==> src/bic_pkg.sv <==
// bank interval coalescer shared package
// types, constants and command/status structs; no dependencies
package bic_pkg;

    localparam int TableCapacity = 64;
    localparam int AddrW  = 24;
    localparam int LenW   = 17;
    localparam int CountW = 7;
    localparam int StatW  = 2;
    localparam int IdxW   = 6;

    localparam logic [AddrW-1:0] BankMask = 24'hFF0000;
    localparam logic [LenW-1:0]  MaxLen   = 17'h10000;

    localparam logic ActRecord = 1'b0;
    localparam logic ActRead   = 1'b1;

    localparam logic [StatW-1:0] StatOk   = 2'd0;
    localparam logic [StatW-1:0] StatFull = 2'd1;
    localparam logic [StatW-1:0] StatIdx  = 2'd2;

    typedef enum logic [2:0] {
        CMD_IDLE,
        CMD_LOAD,
        CMD_CHECK,
        CMD_READ,
        CMD_FINISH
    } cmd_op_t;

    typedef struct packed {
        cmd_op_t op;
    } ctrl_cmd_t;

    typedef struct packed {
        logic scan_done;
        logic read_done;
    } ctrl_stat_t;

endpackage

==> src/bic_ctrl.sv <==
// bank interval coalescer controller: handshake and sequencing of the datapath
// depends on bic_pkg
module bic_ctrl (
    input  logic                 aclk,
    input  logic                 aresetn,
    input  logic                 s_axis_tvalid,
    output logic                 s_axis_tready,
    input  logic                 in_action,
    output logic                 m_axis_tvalid,
    input  logic                 m_axis_tready,
    output bic_pkg::ctrl_cmd_t   cmd,
    input  bic_pkg::ctrl_stat_t  stat
);
    typedef enum logic [2:0] {
        S_IDLE, S_SCAN, S_READ, S_FETCH, S_OUT
    } state_t;

    state_t state_reg, state_next;

    always_comb begin
        state_next = state_reg;
        cmd.op = bic_pkg::CMD_IDLE;
        case (state_reg)
            S_IDLE: begin
                if (s_axis_tvalid) begin
                    cmd.op = bic_pkg::CMD_LOAD;
                    state_next = (in_action == bic_pkg::ActRead) ? S_READ : S_SCAN;
                end
            end
            S_SCAN: begin
                cmd.op = bic_pkg::CMD_CHECK;
                if (stat.scan_done) state_next = S_OUT;
            end
            S_READ: begin
                cmd.op = bic_pkg::CMD_READ;
                state_next = S_FETCH;
            end
            S_FETCH: begin
                cmd.op = bic_pkg::CMD_FINISH;
                if (stat.read_done) state_next = S_OUT;
            end
            S_OUT: begin
                if (m_axis_tready) state_next = S_IDLE;
            end
            default: state_next = S_IDLE;
        endcase
    end

    always_ff @(posedge aclk) begin
        if (!aresetn) begin
            state_reg <= S_IDLE;
        end else begin
            state_reg <= state_next;
        end
    end

    assign s_axis_tready = (state_reg == S_IDLE);
    assign m_axis_tvalid = (state_reg == S_OUT);
endmodule

==> config.mk <==
export PLATFORM = sky130hd
export DESIGN_NAME = bic_ctrl
export DESIGN_NICKNAME = d
export VERILOG_FILES = /design/src/bic_pkg.sv /design/src/bic_ctrl.sv
export SDC_FILE = /design/constraint.sdc
export NUM_CORES = 1
export LEC_CHECK = 0
export BUFFER_PORTS_ARGS = -buffer_cell sky130_fd_sc_hd__buf_2
export CAP_MARGIN = 20
export CORE_AREA = 2 2 39 41
export DETAILED_ROUTE_END_ITERATION = 16
export DIE_AREA = 0 0 41 43
export PLACE_DENSITY = 0.48
export SLEW_MARGIN = 40
export SYNTH_ARGS = -nofsm -noshare
export SYNTH_HDL_FRONTEND = slang
export SYNTH_SLANG_ARGS = --single-unit
==> constraint.sdc <==
create_clock -name aclk -period 2.7 [get_ports aclk]
set_input_delay 0.135 -clock aclk [delete_from_list [all_inputs] [get_ports aclk]]
set_output_delay 0.135 -clock aclk [all_outputs]
set_load 0.02 [all_outputs]
==> results.toml, run 1 <==
[pwr]
p_leak_uw = 0.000144
irDropWorstVdd_mv = 0.169
powerDensity_nw_per_um2 = 579

[die]
initial_core_util = 0.175
fp-row-count = 14
die_area_um2 = 1760
dieWidth_um = 41
core_area_um2 = 1380
ios = 12
die_h_um = 43

[cells_and_area]
final_nets = 46
syn2layout_area_growth_pct = 36.6
fill_cells = 155
drive_gt1_frac = 0.500
largest_reg_flops = 3
diodes = 0

[worst_setup_path]
cp_top_family = "flip-flops"
worst-path-max-fanout = 12
cp_slowest_cell = "dfxtp_1"
worstSetupPathType = "flop to output pin"
endpoint_kind = "output pin"
start_kind = "flop"
max_stage_delay_ps = 520
cp_data_required_time_ps = 2570
critical_path_buf_inv_count = 1
worst_ep_arrival_time_ps = 1160
crit_chain = "nor2_1 > nor3_1 > buf_2"

[routing]
dr.pass1.iters = 1
ant_nets = 0
vias_per_cell = 4.04
avgRoutedWirePerCell_um = 9.65
vias = 218
drc = 0
drt_iter0_drc = 0
wl_um = 521

[grt]
overflow = 0
grt_util_all_layers = 0.0722
grt_pass1_wl_um = 793
grt_max_degree = 14
antenna_found_initial = 0
grt_pass1_vias = 185

[timing]
slew_viol_final = 0
slew_headroom = 0.749
finalSetupTns_ps = 0
hold_ws_ps = 146
min_period_ps = 1290
fin_skew_ps = 0.260
rsz0062_at_grt = "no"
finalHoldViolCount = 0
max_freq_ghz = 0.775
period_share = 0.478
tightest_slew_ps = 377
finalSetupViolCount = 0

[cts]
cts_root_buffer = "clkbuf_4"
cts_tree = "built"
cts-hold-fix-buffers = 0
postCtsSetupBuffers = 0
cts_buffers = 3
cts.sinks = 3
clk_latency_ps = 230
ctsResizeCount = 0
clk_pin_slew_ps = 30
h-tree-depth = 1
cts_max_path_buffers = 2

[synth]
yosysSeqAreaShare = 0.247
synth_cells = 25
ys_ff_latch = 3
yosysWarnings = 0
synth.area.top_cells = "dfxtp_1, a2111oi_4, and4bb_2"
yosysUniqueCellTypes = 19
synth_top_area_frac = 0.247
yosysTopAreaCell = "dfxtp_1"
mappedNetlistArea_um2 = 243
syn_nets = 32
postSynthAreaPerCell_um2 = 9.71

[placed_design]
gp_congestion = 0.698
io_buffers = 11

[job]
maxCapViolCount = 0

[worst_hold_path]
holdCritPathClass = "input port to flop"

[status]
status = "finished, final reports clean"
-- cell families after synthesis --
| kind of cell | Yosys count | share of synthesized area |
|---|---|---|
| buffers and inverters | 2 | 0.0515 |
| DFF | 3 | 0.247 |
| and+or+nand+nor | 15 | 0.454 |
| AOI/OAI and AO/OA | 4 | 0.211 |
| xor gates and xnor gates | 1 | 0.0361 |
-- routing by layer --
metal	global-route usage	up-vias	wire length, um
met5	0	-	0
met4	0.0600	0	0
met3	0.0471	0	59
met2	0.0656	11	183
met1	0.106	87	278
li1	-	120	-
-- cell usage after synthesis, drive strengths merged --
| master | instances |
|---|---|
| nor3b | 1 |
| and3b | 2 |
| o31a | 1 |
| nor2 | 3 |
| xnor2 | 1 |
| and4b | 1 |
| nand3b | 1 |
| nand2b | 2 |
| nor3 | 2 |
| and3 | 1 |
| a21bo | 1 |
| a2111oi | 1 |
| and4bb | 1 |
| dfxtp | 3 |
| a21oi | 1 |
| nor4b | 1 |
| buf | 2 |
-- worst paths after layout --
path	from	to	slack (ps)	cells past startpoint
setup / recovery	state_reg[1]$_SDFFE_PN0P_	cmd[0]	1410	3
hold / removal	aresetn	state_reg[2]$_SDFFE_PN0P_	150	2
setup reg to reg	state_reg[1]$_SDFFE_PN0P_	state_reg[2]$_SDFFE_PN0P_	1580	2
hold reg to reg	state_reg[1]$_SDFFE_PN0P_	state_reg[1]$_SDFFE_PN0P_	740	2
-- per-stage QoR --
stage | total power (uW) | util | setup WS, ps | std cells | cell area [um^2]
6_report | 192 | 0.240 | 1410 | 54 | 332
5_1_grt | 207 | 0.240 | 1250 | 54 | 332
4_1_cts | 197 | 0.240 | 1390 | 54 | 332
3_5_place_dp | 116 | 0.221 | 1580 | 50 | 305
3_3_place_gp | 116 | 0.221 | 1590 | 50 | 305
2_1_floorplan | 101 | - | 1570 | 25 | 243
-- report_power, final --
| group | internal [uW] | leakage (uW) | switching [uW] |
|---|---|---|---|
| clock | 55.3 | 0.0000150 | 21.6 |
| sequential | 48.9 | 0.0000247 | 11.2 |
| combinational | 26.5 | 0.000105 | 28.5 |
| total | 131 | 0.000144 | 61.3 |
-- layout make-up --
type | count | area, um^2 | share of cell area
Multi-Input combinational cell | 20 | 170 | 0.513
Tap cell | 16 | 20.0 | 0.0604
Sequential cell | 3 | 60.1 | 0.181
Timing Repair Buffer | 11 | 55.1 | 0.166
Clock buffer | 4 | 26.3 | 0.0792
-- cell usage in the layout (no fill, tap or decap), types with 2 or more instances in the layout --
master    synthesis  routed
buf_2             1      11
dfxtp_1           3       3
clkbuf_4          0       3
nor3_1            2       2
nor2_1            3       3
nand2b_1          2       2
Power figures use the tool's default switching activity.
==> inputs of run 2 (changes only) <==
- clock period: 2.7 -> 1.19 ns (I/O delays scaled with it)
==> run 2 against run 1 <==
Combinational power rose to 2.6 times the previous value. Die area did not move. Critical endpoint is now cmd[1]. Hold slack got worse by 77 ps. Critical path type unchanged.
==> results.toml, run 2 (synthesized netlist as in run 1, its figures left out) <==
[cells_and_area]
layout_commonest_cell = "buf_2"
design_area_um2 = 352
fill_cells = 154
stdcell_count = 55
final_cell_mix = "buf_2, nor2_1, clkbuf_4"
final_nets = 47
largest_reg_flops = 3
diodes = 0
drive_gt1_frac = 0.590
syn2layout_area_growth_pct = 44.8

[worst_hold_path]
holdCritPathClass = "input port to flop"
hold_depth = 2

[worst_setup_path]
worst_ep_arrival_time_ps = 1100
cp_slowest_cell = "dfxtp_4"
critPathMostFrequentCell = "buf_4"
cp.depth = 4
reg2reg_depth = 2
worst-path-max-fanout = 7
cp_data_required_time_ps = 1130
start_kind = "flop"
crit_chain = "buf_4 > xnor2_1 > nor2_1 > buf_4"
critical_path_buf_inv_count = 2
max_stage_delay_ps = 350
cp_top_family = "flip-flops"
endpoint_kind = "output pin"
worstSetupPathType = "flop to output pin"

[placed_design]
dpl_worst_slack_ps = 67.5
io_buffers = 11
dp_cells = 51
dpl.hpwl_um = 404
place_area_um2 = 313
gp_congestion = 0.713

[timing]
slew_headroom = 0.840
rsz0062_at_grt = "yes"
period_share = 0.975
finalSetupTns_ps = 0
slew_viol_final = 0
fin_skew_ps = 0.571
min_period_ps = 1160
setup_ws_ps = 30.3
finalHoldViolCount = 0
tightest_slew_ps = 237
finalSetupViolCount = 0
max_freq_ghz = 0.862

[grt]
antenna_found_initial = 0
top_usage_layer = "met1"
grt_pass1_wl_um = 834
met1_usage = 0.103
grt_util_all_layers = 0.0732
grt_util_met2 = 0.0906
grt_max_degree = 13
met3_usage = 0
overflow = 0
grt_pass1_vias = 201

[cts]
cts_tree = "built"
cts-hold-fix-buffers = 0
cts.sinks = 3
h-tree-depth = 1
cts_root_buffer = "clkbuf_4"
clk_latency_ps = 230
cts_max_path_buffers = 2
cts_buffers = 3
clk_pin_slew_ps = 40

[die]
die_h_um = 43
dieWidth_um = 41
core_area_um2 = 1380
ios = 12
fp-row-count = 14
die_area_um2 = 1760
initial_core_util = 0.175

[routing]
vias = 230
avgRoutedWirePerCell_um = 10.1
drt_iter0_drc = 0
drc = 0
ant_nets = 0
wl_um = 555
vias_per_cell = 4.18
dr.pass1.iters = 1

[status]
status = "finished, final reports clean"

[pwr]
irDropWorstVdd_mv = 0.473
total_power_uw = 454
powerDensity_nw_per_um2 = 1290
p_leak_uw = 0.000154

[job]
maxCapViolCount = 0
==> run 2: cell type report <==
type	instances	area, um^2	area share
Tap cell	16	20.0	0.0569
Timing Repair Buffer	12	65.1	0.185
Multi-Input combinational cell	20	175	0.498
Clock buffer	4	26.3	0.0747
Sequential cell	3	65.1	0.185
==> run 2: through the flow <==
step	utilization	hold slack, ps
3_3_place_gp	0.226	301
2_1_floorplan	-	187
5_1_grt	0.254	71.1
6_report	0.254	69.5
4_1_cts	0.247	53.5
3_5_place_dp	0.226	302
==> run 2: worst paths after layout <==
kind                                                   to                       from  slack (ps)
worst max register to register  state_reg[2]$_SDFFE_PN0P_  state_reg[2]$_SDFFE_PN0P_         130
worst min register to register  state_reg[0]$_SDFFE_PN0P_  state_reg[0]$_SDFFE_PN0P_         640
worst min-delay path            state_reg[2]$_SDFFE_PN0P_                    aresetn          70
worst max-delay path                               cmd[1]  state_reg[0]$_SDFFE_PN0P_          30
==> run 2: what timing repair did <==
item / 4_1_cts / 5_1_grt
setup buffers: 0 / 0
gates resized for setup: 2 / 3
endpoints found under the setup margin: 4 / 4
==> run 2: report_power, final <==
part	switching [uW]	internal (uW)	total, uW
clock	53.1	126	179
sequential	19.5	113	132
combinational	73.5	70.1	144
==> run 2: routing by layer <==
metal  wire length (um)  up-vias  part of all wire
met5                  0        -                 0
met4                  0        0                 0
met3                 41        0             0.074
met2                237       11              0.43
met1                276       99              0.50
li1                   -      120                 -
